## src/rtl/vtdt_pkg.sv

```systemverilog
// package for the vertex triple dedup table: payload types and constants
// no dependencies
`default_nettype none

package vtdt_pkg;

  localparam int unsigned IDX_W        = 16;
  localparam int unsigned SLOT_W       = 10;
  localparam int unsigned KEY_W        = 3 * IDX_W;
  localparam int unsigned TABLE_DEPTH  = 1024;

  typedef struct packed {
    logic             start_of_mesh;
    logic [IDX_W-1:0] pos_index;
    logic [IDX_W-1:0] tex_index;
    logic [IDX_W-1:0] normal_index;
  } in_t;

  typedef struct packed {
    logic [SLOT_W-1:0] vertex_slot;
    logic              is_new;
    logic              table_full;
  } out_t;

  // compare result of one table entry, aligned with the ram read data
  typedef struct packed {
    logic valid;
    logic hit;
  } match_t;

endpackage

`default_nettype wire

```

## src/rtl/vtdt_cmp.sv

```systemverilog
// shared key compare unit: tracks the index of each issued read and
// compares the returned entry against the search key; uses vtdt_pkg
`default_nettype none

module vtdt_cmp #(
  parameter int unsigned AW = 10
) (
  input  wire logic                        clk,
  input  wire logic                        rst_n,
  input  wire logic                        issue,
  input  wire logic [AW-1:0]               issue_idx,
  input  wire logic [vtdt_pkg::KEY_W-1:0]  rd_data,
  input  wire logic [vtdt_pkg::KEY_W-1:0]  key,
  output vtdt_pkg::match_t                 match,
  output logic      [AW-1:0]               match_idx
);

  logic          valid_r;
  logic [AW-1:0] idx_r;

  always_ff @(posedge clk) begin
    if (!rst_n) begin
      valid_r <= 1'b0;
    end else begin
      valid_r <= issue;
    end
    if (issue) begin
      idx_r <= issue_idx;
    end
  end

  always_comb begin
    match.valid = valid_r;
    match.hit   = valid_r && (rd_data == key);
  end

  assign match_idx = idx_r;

endmodule

`default_nettype wire

```

## config.mk

```make
export PLATFORM = sky130hd
export DESIGN_NAME = vtdt_cmp
export DESIGN_NICKNAME = d
export VERILOG_FILES = /design/src/rtl/vtdt_pkg.sv /design/src/rtl/vtdt_cmp.sv
export SDC_FILE = /design/constraint.sdc
export NUM_CORES = 1
export LEC_CHECK = 0
export BUFFER_PORTS_ARGS = -buffer_cell sky130_fd_sc_hd__buf_2
export CAP_MARGIN = 20
export CORE_ASPECT_RATIO = 1.25
export CORE_MARGIN = 3
export CORE_UTILIZATION = 34
export CTS_BUF_LIST = sky130_fd_sc_hd__clkbuf_4
export CTS_CLUSTER_DIAMETER = 40
export DETAILED_ROUTE_END_ITERATION = 8
export GPL_TIMING_DRIVEN = 0
export MAX_ROUTING_LAYER = met4
export PLACE_DENSITY_LB_ADDON = 0.3
export SYNTH_ARGS = -nofsm -noshare
export SYNTH_HDL_FRONTEND = slang
export SYNTH_SLANG_ARGS = --single-unit
```

## constraint.sdc

```tcl
create_clock -name clk -period 3.7 [get_ports clk]
set_input_delay 0.555 -clock clk [delete_from_list [all_inputs] [get_ports clk]]
set_output_delay 0.555 -clock clk [all_outputs]
set_load 0.01 [all_outputs]
```

* Yosys cells after proc, flatten, opt, wreduce, memory -nomap -nowiden *
Cells that the tools add are included.

storage, ports and cells
  bits in read-only memories = 0
  input port bits = 109
  word-level logic and storage cells = 4
  register bits after elaboration = 11
  memory bits (writable) = 0
  output and inout bits = 12
  bits in latches = 0
  memories = 0

cells by class
  $lt $le $gt $ge = 0
  multiplexer cells = 0
  reduce and logical (&&, ||, !) cells = 1
  bitwise operators = 0
  div/mod/pow operators = 0
  add/sub/neg operators = 0
  equal/unequal tests = 1
  shift operators = 0
  multipliers = 0

operator list
  operator           count
  $eq 48x48->1       1
  $logic_and 1x1->1  1

* Depth between registers and ports, before layout *
Gate-level depths: netlist (run 1).

  depth after elaboration = 2
  depth in mapped cells = 4
  depth with buffers taken out = 4

* Worst setup path after synthesis (run 1) *
OpenSTA, ideal clock, no wires.

  path type = in2out
  start point = input key[40] (netlist bit)
  end point = output match[0] (netlist bit)
  slack = 1.496 ns
  path buffers = 0
  required time = 3.145 ns
  stages = 4
  data arrival time = 1.649 ns
  cells stage by stage = xnor2_1 > o211ai_1 > or4_1 > nor4_2

RTL lines
  element             RTL line        text
  start: declaration  vtdt_cmp.sv:13  input wire logic [vtdt_pkg::KEY_W-1:0] key,
  end: declaration    vtdt_cmp.sv:14  output vtdt_pkg::match_t match,

==> metrics.txt, run 1 <==
Detail Route Antenna Nets 0; die footprint around 0.0032 mm2; Logic pwr share between 30% and 40%; Crit. Startpoint key[40]; clock buffer count from CTS 3; H-Tree Depth 1; worst-margin pin slew roughly 0.47 ns; Root Driver clkbuf_4; post-synthesis register bit count 11; Placer Congestion about 0.76; Pre-antenna DRT Iters 3; maxcap violations 0; cells along the critical path buf_2, xnor2_1, o211ai_1, or4_1, nor4_2, buf_2; Ports approximately 120; Initial Utilization 37.59%; Placed Cells about 230; Die Span X 51.40 um; Post-Syn Area just under 900 um2; Via density 4.470; Internal around 0.00027 W; sequential fraction of the synthesis area 36.57%; post-route insts no fill 236; switch share 25.21%; final hold vios 0; Worst Setup Start Kind primary input; Setup-failing EPs final 0; cell row count 19; Core Area 0.002330 mm2; commonest non-fill, non-tap cells in the layout 120 x buf_2, 36 x xor2_1, 10 x xnor2_1, 10 x edfxtp_1, 8 x nor4_1; syn_nets 190; grt total ovfl 0; Crit. End Element output pin; YS warnings 0; Post-CTS Repair Setup Buffers 0; leakage power roughly 0.8 nW; CTS Hold Bufs 0; Switching Power just over 0.00009 W; Layout area overhead 76.43%; DP Wirelength around 2700 um; synth unique cells 17; number of gates resized after cts 0; critical setup path kind primary input to output pin; # diodes 0; initial antenna violation count 0; Max rail drop VDD around 0.19 mV; Clk pwr share about a quarter; Final Critical Period between 2 and 2.5 ns; most used cell, CP buf_2; clk slew on worst S/H paths around 0.060 ns; most common cell after layout, fill and taps aside buf_2; nets about 320; Req. time, crit path ~3.1 ns; TNS Setup 0 ns; CP max stage delay ~0.55 ns; 1st-iter DRT viols 17; Worst Path Arrival 1.87 ns; CTS Sinks 11; CTS tree done; status completed; syn avg cell area around 11 um2; routed vias roughly 1.1k; layout cells sized above 1 61.46%; wirelength, routed 2922 um; Rel. slew slack 68.03%; RSZ-0062 raised after global routing no; Die Ht 62.75 um; Crit Path Max Fanout 1; Slew Limit Fails 0; Min-Delay Path Class primary input to flip-flop; Wirelength per Cell roughly 12 um; HP Start issue_idx[3]; GR Util All Layers 18.24%; Post-Syn Instances 81; Highest Clock Rate between 0.4 and 0.5 GHz; first-pass GRT wire length between 4000 and 5000 um; # port buffers 120; largest net degree at the start of global routing 12; period utilisation layout between 60 and 70%; sequential power share about two fifths; Max Buffers Root-to-Sink 2; post-route DRC violation count 0; slowest CP cell or4_1; number of global-route vias before repair approximately 1.1k; pwr dens between 200 and 250 mW/mm2
==> path summary, 6_finish.rpt <==
check                     end  slack (ns)  cells after the start
max                  match[0]        1.27                      6
min    match_idx[3]$_DFFE_PP_        0.46                      1
==> registers in the layout, summed over array words and instances, names as in the netlist <==
signal / count
match_idx: 10
valid_r: 1
==> cells by family (layout without fill, tap and decap cells) <==
group	after synthesis	after routing	synth area share [%]
buf+inv	2	126	1.286
flops	11	11	36.57
compound gates	2	2	1.858
simple gates	20	20	14.29
xor+xnor	46	46	46.00
==> cell usage after synthesis <==
cell type	number	area share [%]
nor4_2	1	1.4
nor4_1	8	5.7
and2_1	1	0.71
buf_4	1	0.86
xnor2_1	10	10
edfxtp_1	10	34
a2111oi_0	1	1.0
or4_1	1	0.86
nor3_1	1	0.57
nor2b_1	2	1.4
inv_1	1	0.43
nand2_1	2	0.86
nand4_1	3	2.1
o211ai_1	1	0.86
dfxtp_1	1	2.3
xor2_1	36	36
nand3_1	1	0.57
==> power groups by stage <==
stage | sequential, W | clock, W | combinational, W
2_1_floorplan | 0.000156 | 0 | 0.0000414
3_3_place_gp | 0.000151 | 0 | 0.000123
3_5_place_dp | 0.000151 | 0 | 0.000126
4_1_cts | 0.000148 | 0.0000893 | 0.000127
5_1_grt | 0.000149 | 0.0000952 | 0.000139
6_report | 0.000148 | 0.0000856 | 0.000126
==> critical path, delay by kind of cell <==
family / cells / cell delay (ns)
XOR/XNOR: 1 / 0.15
AO/OA/AOI/OAI: 1 / 0.10
buffers and inverters: 2 / 0.27
AND/OR/NAND/NOR: 2 / 0.80
==> layer usage <==
layer | track usage, % | vias up | wire length, um
li1 | - | 531 | -
met4 | 7.869 | 0 | 40
met3 | 4.773 | 4 | 403
met2 | 33.92 | 77 | 1505
met5 | - | - | 0
met1 | 16.72 | 443 | 973
==> final cells by class <==
type                    instances  area [um2]
multi-input cells              68       544.3
fillers                       215       784.5
plain buffers                   1       7.507
repair buffers                120       600.6
inverters                       1       3.754
clock buffers                   4       30.03
well taps                      31       38.79
flip-flops and latches         11       320.3
==> metrics by stage <==
stage / worst slack [ns] / total power [W] / util (%) / hold slack (ns) / cell area (um2)
after floorplan: 1.496 / 0.0001976 / - / 0.6539 / 875.8
after global placement: 1.222 / 0.0002734 / 65.04 / 0.7313 / 1515
after detailed placement: 1.244 / 0.0002767 / 65.04 / 0.7331 / 1515
after CTS: 1.236 / 0.0003644 / 66.33 / 0.4508 / 1545
after global routing: 1.100 / 0.0003836 / 66.33 / 0.4445 / 1545
final: 1.273 / 0.0003590 / 66.33 / 0.4610 / 1545
(Power assumes the default switching activity.)
==> run 2, diff against run 1 <==
- CORE_UTILIZATION: 34 -> 31
- clock period: 3.7 -> 2.5 ns (I/O delays scaled with it)
==> metrics.txt, run 2 (same netlist as run 1, synthesis figures left out) <==
status completed; final hold vios 0; pwr dens about 340 mW/mm2; Internal approximately 0.0004 W; cell row count 20; Detail Route Antenna Nets 0; WHS roughly 0.29 ns; Highest Clock Rate around 0.48 GHz; Logic pwr share a little over a third; Largest register FFs 10; clock buffer count from CTS 3; sequential power share about two fifths; Wirelength per Cell roughly 12 um; routed vias approximately 1.1k; Die Span X roughly 54 um; Rel. slew slack 69.04%; area of the multi-input gates 544.3 um2; dpl cell area around 0.0015 mm2; Switching Power between 0.0001 and 0.00015 W; Worst Setup Start Kind primary input; Worst Path Arrival about 1.7 ns; HP Start issue_idx[7]; Req. time, crit path ~2.1 ns; CTS Sinks 11; 1st-iter DRT viols 33; Placer Congestion between 0.7 and 0.8; most used cell, CP buf_2; Hold EP match_idx[7]$_DFFE_PP_; worst setup slack after placement around 0.4 ns; Crit. Startpoint key[9]; Via density ~4.5; DP Wirelength between 2000 and 3000 um; die footprint approximately 0.0035 mm2; sequential cell area roughly 320 um2; Post-CTS Repair Setup Buffers 0; slowest CP cell a2111oi_0; Final Critical Period 2.079 ns; Die Ht 65.43 um; critical setup path kind primary input to output pin; most common cell after layout, fill and taps aside buf_2; WL met2 between 1000 and 1500 um; Initial Utilization around 34%; number of global-route vias before repair between 1k and 1.5k; H-Tree Depth 1; Crit. End Element output pin; number of gates resized after cts 0; worst-margin pin slew between 0.4 and 0.5 ns; Min-Delay Path Class primary input to flip-flop; Root Driver clkbuf_4; Ports between 100 and 150; Setup-failing EPs final 0; WP buf/inv 2; Crit Path Max Fanout 2; maxcap violations 0; final std cell area, no fill approximately 0.0015 mm2; # port buffers 120; first-pass GRT wire length around 3800 um; grt total ovfl 0; period utilisation layout roughly 83%; CTS tree done; commonest non-fill, non-tap cells in the layout 120 x buf_2, 36 x xor2_1, 10 x xnor2_1, 10 x edfxtp_1, 8 x nor4_1; CP top delay family simple AND/OR/NAND/NOR gates; Met3 Routed Length 445 um; Core Area about 0.0026 mm2; Max rail drop VDD approximately 0.42 mV; Slew Limit Fails 0; highest routed layer met4; WL met1 between 800 and 900 um; TNS Setup 0 ns; leakage power between 0.8 and 0.9 nW; setup ws final roughly 0.42 ns; cells along the critical path buf_2, nor2b_1, a2111oi_0, nand4_1, nor4_2, buf_2; hold path cells 1; post-route insts no fill 238; clk slew on worst S/H paths 0.07 ns; # diodes 0; post-route DRC violation count 0; Layout fillers approximately 230; initial antenna violation count 0; Placed Cells 234; GR Util All Layers 14.40%; Clk pwr share between 20% and 30%; wirelength, routed approximately 2800 um; Max Buffers Root-to-Sink 2; Layout area overhead 76.71%; CTS Hold Bufs 0; RSZ-0062 raised after global routing no; switch share roughly a quarter; nets about 320; CP max stage delay about 0.45 ns; layout cells sized above 1 about three fifths; largest net degree at the start of global routing 12; Pre-antenna DRT Iters 2
==> run 2: final cells by class <==
type	instances	area share [%]
plain buffers	1	0.4850
clock buffers	4	1.940
inverters	1	0.2425
multi-input cells	68	35.17
flip-flops and latches	11	20.70
well taps	33	2.668
repair buffers	120	38.80
==> run 2: worst max-delay path by stage <==
stage	end	slack (ns)	cells past startpoint
after floorplan	match[0]	0.66	4
after global placement	match[0]	0.40	6
after detailed placement	match[0]	0.40	6
after CTS	match[0]	0.38	6
after global routing	match[0]	0.26	6
final	match[0]	0.42	6
==> run 2: per-layer routing <==
metal	vias up	GRT usage (%)
met5	-	-
li1	531	-
met1	466	11.06
met3	4	3.855
met4	0	3.834
met2	77	30.21
==> run 2: power groups by stage <==
stage               sequential, W  clock, W  combinational, W
floorplan                0.000231         0         0.0000612
global placement         0.000223         0          0.000181
detailed placement       0.000223         0          0.000187
CTS                      0.000220  0.000129          0.000188
global route             0.000221  0.000136          0.000206
finish                   0.000219  0.000126          0.000185
==> run 2: stage by stage <==
step           total power (W)  util, %
2_1_floorplan        0.0002924        -
3_3_place_gp         0.0004041    59.46
3_5_place_dp         0.0004106    59.46
4_1_cts              0.0005373    60.64
5_1_grt              0.0005629    60.64
6_report             0.0005308    60.64
==> run 3, diff against run 2 <==
- CORE_UTILIZATION: 31 -> 28
- clock period: 2.5 -> 1.9 ns (I/O delays scaled with it)
==> metrics.txt, run 3 (same netlist as run 1, synthesis figures left out) <==
Placed Cells 237; maxcap violations 0; Req. time, crit path 1.62 ns; dpl cell area ~0.0015 mm2; CTS Hold Bufs 0; Max Buffers Root-to-Sink 2; layout cells sized above 1 63.41%; GR Util All Layers ~14%; Via density ~4.4; gr busiest metal met2; critical setup path kind flip-flop to output pin; post-route DRC violation count 0; initial antenna violation count 0; Final Critical Period between 1.5 and 2 ns; pwr dens about 440 mW/mm2; nets between 300 and 400; Detail Route Antenna Nets 0; Crit. End Element output pin; H-Tree Depth 1; post-route insts no fill between 200 and 250; 1st-iter DRT viols 15; Setup-failing EPs final 0; number of global-route vias before repair between 1k and 1.5k; final std cell area, no fill roughly 0.0016 mm2; met1 Track Usage GR a little under an eighth; Highest Clock Rate 0.5609 GHz; first-pass GRT wire length between 4000 and 5000 um; routed vias 1050; leakage power approximately 0.81 nW; sequential cell area about 320 um2; Root Driver clkbuf_4; Core Area between 0.002 and 0.003 mm2; DP Wirelength approximately 2400 um; worst-margin pin slew around 0.35 ns; Slew Limit Fails 0; Ports ~120; CTS tree done; status completed; Worst Setup Start Kind flip-flop; cell row count 22; Crit Path Max Fanout 2; WHS 0.1973 ns; met3 Use GR approximately 6%; # diodes 0; Die Ht between 60 and 70 um; Die Span X 56.03 um; largest net degree at the start of global routing 12; M2 GR Usage between 20% and 30%; Min-Delay Path Class primary input to flip-flop; most common cell after layout, fill and taps aside buf_2; Layout fillers 306; Layout area overhead 80.71%; commonest non-fill, non-tap cells in the layout 120 x buf_2, 35 x xor2_1, 10 x xnor2_1, 10 x edfxtp_1, 8 x nor4_1; Final Power about 0.00070 W; Pre-antenna DRT Iters 2; Placer Congestion 0.7713; area of the multi-input gates approximately 570 um2; grt total ovfl 0; Wirelength per Cell around 11 um; Max rail drop VDD between 0.3 and 0.4 mV; Rel. slew slack between 70% and 80%; clock buffer count from CTS 3; Worst Path Arrival 1.50 ns; wirelength, routed approximately 2700 um; final hold vios 0; RSZ-0062 raised after global routing no; Post-CTS Repair Setup Buffers 0; clk slew on worst S/H paths ~0.060 ns; # port buffers 120; Largest register FFs 10; period utilisation layout a little over nine tenths; Initial Utilization between 20% and 30%; CTS Sinks 11; die footprint 0.003839 mm2
[run 3: per-layer routing]
layer / up-vias / wire [um]
li1: 530 / -
met1: 439 / 890
met2: 79 / 1355
met3: 2 / 412
met4: 0 / 18
met5: - / 0
[run 3: cell type report]
cell class,count,area share (%)
timing repair buffer,120,37.94
multi-input combinational,68,36.28
sequential,11,20.32
tap,36,2.846
clock buffer,4,1.897
buffer,1,0.4743
inverter,1,0.2372
[run 3: critical path: stages, from the launching register on]
cell      delay (ns)
dfxtp_2         0.33
o211ai_1        0.09
or4_4           0.52
nor4_2          0.13
buf_2           0.17
[run 3: power breakdown]
group	switching [W]	internal [W]
sequential	0.00000405	0.000284
clock	0.0000676	0.0000953
combinational	0.000104	0.000147
[run 3: through the flow]
step | TNS, ns | utilization [%] | setup slack [ns]
floorplan | 0 | - | 0.2357
global placement | -0.06018 | 51.18 | -0.06018
detailed placement | -0.04493 | 51.18 | -0.04493
CTS | 0 | 52.27 | 0.006920
global route | 0 | 53.24 | 0.02154
finish | 0 | 53.24 | 0.1171
[run 3: path summary, 6_finish.rpt]
check / from / endpoint / slack [ns] / depth (start not counted)
worst max-delay path: valid_r$_SDFF_PN0_ / match[0] / 0.12 / 4
worst min-delay path: issue_idx[0] / match_idx[0]$_DFFE_PP_ / 0.20 / 1
[run 3: what timing repair did]
item,4_1_cts,5_1_grt
pin swaps,1,4
setup endpoints to repair,1,1
resized for setup,2,4
